--- src/rtl/core/idc_pkg.sv ---
// idc_pkg: shared types and constants for the inversion disorder classifier
// used by idc_store, idc_div and inversion_disorder_classifier
`timescale 1ns / 1ps

package idc_pkg;

    localparam int VALUE_W   = 32;
    localparam int CNT_OUT_W = 19;
    localparam int QUO_W     = 17;
    localparam int CLASS_W   = 2;
    localparam int STEP_W    = $clog2(QUO_W + 1);

    typedef struct packed {
        logic signed [VALUE_W-1:0] value;
        logic                      is_last;
    } item_word_t;

    typedef struct packed {
        logic [CNT_OUT_W-1:0] inversion_count;
        logic [CNT_OUT_W-1:0] pair_count;
        logic [QUO_W-1:0]     disorder_q16;
        logic [CLASS_W-1:0]   disorder_class;
        logic                 overflowed;
    } result_word_t;

    typedef enum logic [2:0] {
        ST_IDLE,
        ST_SCAN,
        ST_STORE,
        ST_MUL,
        ST_CLASS,
        ST_DIV,
        ST_OUT
    } state_t;

    typedef enum logic [CLASS_W-1:0] {
        CLASS_LOW  = 2'd0,
        CLASS_MID  = 2'd1,
        CLASS_HIGH = 2'd2
    } class_t;

endpackage

--- src/rtl/core/idc_div.sv ---
// idc_div: restoring divider, one quotient bit per cycle, for num <= den
// depends on idc_pkg for the quotient width
`timescale 1ns / 1ps

module idc_div
    import idc_pkg::*;
#(
    parameter int W = 22
)(
    input  logic             clk,
    input  logic             rst_n,
    input  logic             start,
    input  logic [W-1:0]     num,
    input  logic [W-1:0]     den,
    output logic             done,
    output logic [QUO_W-1:0] quo
);

    logic              busy_reg, busy_next;
    logic              done_reg, done_next;
    logic [STEP_W-1:0] step_reg, step_next;
    logic [W:0]        rem_reg, rem_next;
    logic [W-1:0]      den_reg, den_next;
    logic [QUO_W-1:0]  quo_reg, quo_next;
    logic [W:0]        trial;
    logic              ge;

    always_ff @(posedge clk or negedge rst_n)
    begin
        if (!rst_n)
        begin
            busy_reg <= 1'b0;
            done_reg <= 1'b0;
            step_reg <= '0;
        end
        else
        begin
            busy_reg <= busy_next;
            done_reg <= done_next;
            step_reg <= step_next;
        end
    end

    always_ff @(posedge clk)
    begin
        rem_reg <= rem_next;
        den_reg <= den_next;
        quo_reg <= quo_next;
    end

    // first step takes the numerator as is (quotient bit for 1.0)
    assign trial = (step_reg == '0) ? rem_reg : {rem_reg[W-1:0], 1'b0};
    assign ge    = trial >= {1'b0, den_reg};

    always_comb
    begin
        busy_next = busy_reg;
        done_next = 1'b0;
        step_next = step_reg;
        rem_next  = rem_reg;
        den_next  = den_reg;
        quo_next  = quo_reg;
        if (start)
        begin
            busy_next = 1'b1;
            step_next = '0;
            rem_next  = {1'b0, num};
            den_next  = den;
            quo_next  = '0;
        end
        else if (busy_reg)
        begin
            rem_next  = ge ? (trial - {1'b0, den_reg}) : trial;
            quo_next  = {quo_reg[QUO_W-2:0], ge};
            step_next = step_reg + STEP_W'(1);
            if (step_reg == STEP_W'(QUO_W - 1))
            begin
                busy_next = 1'b0;
                done_next = 1'b1;
            end
        end
    end

    assign done = done_reg;
    assign quo  = quo_reg;

endmodule

--- config.mk ---
export PLATFORM = sky130hd
export DESIGN_NAME = idc_div
export DESIGN_NICKNAME = d
export VERILOG_FILES = /design/src/rtl/core/idc_pkg.sv /design/src/rtl/core/idc_div.sv
export SDC_FILE = /design/constraint.sdc
export NUM_CORES = 1
export LEC_CHECK = 0
export BUFFER_PORTS_ARGS = -buffer_cell sky130_fd_sc_hd__buf_4
export CORE_UTILIZATION = 48
export CTS_CLUSTER_DIAMETER = 40
export DETAILED_ROUTE_END_ITERATION = 10
export HOLD_SLACK_MARGIN = 0.06
export PLACE_DENSITY = 0.74
export SLEW_MARGIN = 20
export SYNTH_ARGS = -nofsm -noshare
export SYNTH_HDL_FRONTEND = slang
export SYNTH_SLANG_ARGS = --single-unit
--- constraint.sdc ---
create_clock -name clk -period 8.8 [get_ports clk]
set_clock_uncertainty 0.1 [all_clocks]
set_input_delay 1.76 -clock clk [delete_from_list [all_inputs] [get_ports clk]]
set_output_delay 1.76 -clock clk [all_outputs]
set_load 0.03 [all_outputs]
Word-level counts from Yosys, hierarchy flattened

Index checks and enable logic that the tools add are counted.

Flip-flop bits (word level): 69
Memories kept: 0
Bits of input ports: 47
RAM bits: 0
Bits in latches: 0
Logic and storage cells: 25
ROM bits: 0
Output and inout bits: 18

Div/mod/pow operators: 0
Shifts and indexed selects: 0
Muxes and demuxes: 12
Add/sub/neg operators: 2
Equality and inequality tests: 1
Reductions and logical operators: 2
Multiply operators: 0
Order comparisons: 1
Bitwise operators: 0

Operator list:

| operator            | number |
|---|---|
| $mux 23             | 2 |
| $mux 22             | 2 |
| $ge 23x22->1        | 1 |
| $sub 23x22->23      | 1 |
| $mux 5              | 2 |
| $mux 1              | 6 |
| $add 5x1->5 const B | 1 |
| $eq 5x5->1 const B  | 1 |
| $logic_not 5->1     | 1 |
| $reduce_bool 2->1   | 1 |

Longest topological paths before layout

Depth in word-level cells: 6
Depth in mapped cells: 15
Depth with buffers taken out: 14

Least setup slack after synthesis

Ideal clock, no wire load.

Path kind: register to register
Start point: register step_reg[0]
End point: register rem_reg[21], data pin
Arrival: 3483 ps
Library setup time: 261 ps
Stages on the path, launching flop included: 14
Path buffers: 1
Clock period less this slack: 3844 ps
Required time: 8439 ps
Path slack: 4956 ps
Cells stage by stage: dfrtp_1 -> inv_1 -> ha_1 -> nor4b_4 -> clkbuf_1 -> mux2_2 -> ha_1 -> nand2_1 -> a211oi_2 -> o211ai_4 -> a211oi_2 -> o31a_1 -> a2111oi_0 -> o32a_1

Word-level cells in the longest chain between the ends: 6
Elaborated cells between the ends (all ways): 7
Those cells by class: add/sub: 1; order compare: 1; mux: 4; reduce/logical: 1

Ends and longest elaborated chain:

| element                                               | RTL line                     | source |
|---|---|---|
| from (decl)                                           | idc_div.sv:21                | `logic [STEP_W-1:0] step_reg, step_next;` |
| from (signal assigned)                                | idc_div.sv:40                | `step_reg <= step_next;` |
| $logic_not 5->1 (*)                                   | idc_div.sv:52                | `assign trial = (step_reg == '0) ? rem_reg : {rem_reg[W-1:0], 1'b0};` |
| $mux 23 (*)                                           | idc_div.sv:52                |  |
| $sub 23x22->23 / $ge 23x22->1 (equally long branches) | idc_div.sv:73, idc_div.sv:53 |  |
| $mux 23 (*)                                           | idc_div.sv:73                | `rem_next = ge ? (trial - {1'b0, den_reg}) : trial;` |
| $mux 22 (*)                                           | idc_div.sv:71                | `else if (busy_reg)` |
| $mux 22 (*)                                           | idc_div.sv:63                | `if (start)` |
| net rem_next[21]                                      | idc_div.sv:22                | `logic [W:0] rem_reg, rem_next;` |
| to (signal assigned)                                  | idc_div.sv:46                | `rem_reg <= rem_next;` |
| to (decl)                                             | idc_div.sv:22                |  |

The timed path passes the listed nets; every way through them passes the cells marked *. The select of a mux whose other input is x is not followed.
A chain may end at the register's enable or synchronous reset.

Final worst setup path

Same ends and word-level chain as after synthesis.

==> summary.md <==
| Metric | Value |
|---|---|
| Max VDD drop | 0.000161 V |
| Synth unique cells | 56 |
| Fin area | 5020 sq um |
| Diode count | 0 |
| Post-route insts no fill | 601 |
| WP depth | 13 |
| Clock Sinks | 69 |
| Post-Syn Nets | 500 |
| Crit path to | rem_reg[21] |
| Element type at the critical path end | register |
| CTS root buf | clkbuf_8 |
| Setup bufs post-CTS | 0 |
| Critical path buffers and inverters | 2 |
| Initial antenna violation count | 0 |
| Max reg flops | 23 |
| Family with the most delay on the worst path | compound AO/OA/AOI/OAI gates |
| Post-synth EDFFs | 44 |
| Final hold vios | 0 |
| Final setup viols | 0 |
| Hold Crit Class | register to register |
| Mean post-synth cell area | 9.97 sq um |
| Largest family of logic cells by synthesized area | compound AO/OA/AOI/OAI gates |
| Slew @ Worst Pin | 0.965 ns |
| PortBufs | 64 |
| Placed insts | 585 |
| Layout Nets | 560 |
| Crit path DAT | 4.42 ns |
| R2r endpoint | rem_reg[21] |
| First-pass DRT Iterations | 7 |
| Crit path largest cell delay | 0.67 ns |
| Tmin final | 4.40 ns |
| Peak Freq | 227 MHz |
| DRC viols | 0 |
| Placed Instance Area | 4810 sq um |
| Worst EP required | 8.82 ns |
| Asr flop ratio synth | 10.1% |
| GRT Overall Usage | 20.5% |
| Post-DP HPWL | 6.24 mm |
| Xor-xnor portion of the synthesized cell area | 3.70% |
| Most frequent cells in the layout | buf_4, nand2_1, nor2_1, edfxtp_1, inv_1 |
| RR Startpoint | step_reg[0] |
| Multiplexer area fraction after synthesis | 11.0% |
| Seq/Total Area, Yosys | 43.5% |
| Reg clk slew, reported paths | 0.09 ns |
| Reg2Reg Setup Slack | 4.40 ns |
| Core Footprint | 8680 sq um |
| Initial DRC count | 165 |
| Routed vias/inst | 5.51 |
| Post-route worst setup slack | 4.40 ns |
| Pwr Total | 1690 uW |
| Startpoint types | register |
| TritonCTS clock tree | built |
| Synth Area in Compound Gates | 15.5% |
| LEAKAGE | 0.00229 uW |
| I/O pins | 65 |
| Placement Rows | 34 |
| Filler cell count | 781 |
| Number of hold buffers added after cts | 0 |
| Mapped cell area | 4270 sq um |
| Post-Syn Instances | 428 |
| Final GP Congestion | 0.835 |
| Simple-Gate Fraction of Synth Area | 14.2% |
| Final setup TNS | 0 ns |
| Slew margin rel. | 35.5% |
| Pins Over Slew Limit | 0 |
| Setup Slack @ Placement | 4.40 ns |
| Bufs on Longest Clock Path | 2 |
| CP most frequent cell | ha_1 |
| Max FO, Critical Path | 25 |
| Area grow syn2layout | 17.7% |
| Yosys warns | 0 |
| CP Class | register to register |
| Routed wire length per instance | 14.6 um |
| CTS Buf Count | 9 |
| Global route total overflow | 0 |
| Synth Flop Type | edfxtp_1 |
| Post-route ant nets | 0 |
| Detailed-route wire length | 8.75 mm |
| Commonest non-fill, non-tap cell in the layout | buf_4 |
| Fraction of layout cells with a size suffix above 1 | 22.9% |
| PD cells | 337 nW/um^2 |
| Worst skew pair latency | 0.36 ns |
| Vias | 3310 |
| Slowest cell on crit path | o21a_1 |
| Vias in the first global route | 3242 |
| H-tree depth | 3 |
| Adder-Cell Fraction of Synth Area | 7.51% |
| Final Cycle Share | 50.0% |
| Die Y | 96.3 um |
| Post-CTS resize count | 0 |
| Crit path from | step_reg[0] |
| Chip width | 96.3 um |
| First-pass GRT wire length | 14.6 mm |
| Initial core utilization | 49.2% |
| FF+latch count, synth | 69 |
| Status | complete, no violations |
| FF-to-FF path depth | 13 |
| Maxcap violations | 0 |
| CP cell instances | inv_1, ha_1, nor4b_4, buf_4, mux2_2, ha_1, nand2_1, a211oi_2, o211ai_4, a31oi_4, o21a_1, mux2i_1, o32a_1 |
| RSZ-0062 raised after global routing | no |
| Largest net degree at the start of global routing | 66 |
| Die area | 9270 sq um |
through the flow:
step | utilization (%) | hold WS, ns
6_report | 57.9 | 0.415
5_1_grt | 57.9 | 0.445
4_1_cts | 57.9 | 0.412
3_5_place_dp | 55.4 | 0.393
3_3_place_gp | 55.4 | 0.382
2_1_floorplan | - | 0.435
routing by layer:
layer	share of wire (%)	track usage, %	up-vias
met2	48	34.6	93
met5	0	0	-
met3	4.6	3.87	9
met1	46	26.2	1544
met4	1.1	7.21	0
li1	-	-	1664
logic make-up after synthesis:
logic type | Yosys count
multiplexers | 44
buffers and inverters | 47
AO/OA/AOI/OAI | 91
adder cells (fa/ha/maj) | 25
flip-flops | 69
AND/OR/NAND/NOR | 134
XOR/XNOR | 18
cell type report:
type / instances / area, sq um / area share, %
multi-input cells: 312 / 2210 / 44.0
clock inverters: 5 / 37.5 / 0.748
well taps: 108 / 135 / 2.69
clock buffers: 11 / 174 / 3.46
repair buffers: 66 / 495 / 9.87
inverters: 30 / 113 / 2.24
flip-flops and latches: 69 / 1860 / 37.0
how the worst min path moves through the flow:
stage / from / to / slack [ns] / depth (start not counted)
after floorplan: step_reg[1] / step_reg[1] / 0.44 / 2
after global placement: quo[16] / quo[16] / 0.38 / 2
after detailed placement: quo[16] / quo[16] / 0.39 / 2
after CTS: quo[16] / quo[16] / 0.41 / 2
after global routing: quo[16] / quo[16] / 0.45 / 2
final: quo[16] / quo[16] / 0.42 / 2
worst min-delay path, delay by kind of cell, from the launching register on:
family	cells	cell delay (ns)
simple gates	1	0.08
flops	1	0.34
mux	1	0.07
cells in the mapped netlist, drive strengths merged (3+ instances only):
library cell	number	share of area, %
and3	6	0.88
nand4	4	0.59
a2bb2oi	3	0.62
edfxtp	44	31
or3	4	0.59
nand2	52	4.6
a21o	3	0.53
ha	24	7.0
dfxtp	18	8.4
mux2	22	5.8
a21oi	23	2.8
inv	30	2.6
xor2	9	1.8
mux2i	22	5.2
nor2	44	3.9
dfrtp	7	4.1
clkbuf	10	0.88
o21ai	17	2.3
nand2b	6	0.88
a31oi	15	2.6
o21a	4	0.70
buf	7	1.2
nand3	6	0.70
a211oi	5	1.4
o211ai	3	0.85
nor3	5	0.59
xnor2	9	1.8
power breakdown:
group | internal, uW | switching, uW
sequential | 434 | 34.2
clock | 138 | 132
combinational | 408 | 547
total | 981 | 713
(Power assumes the default switching activity.)
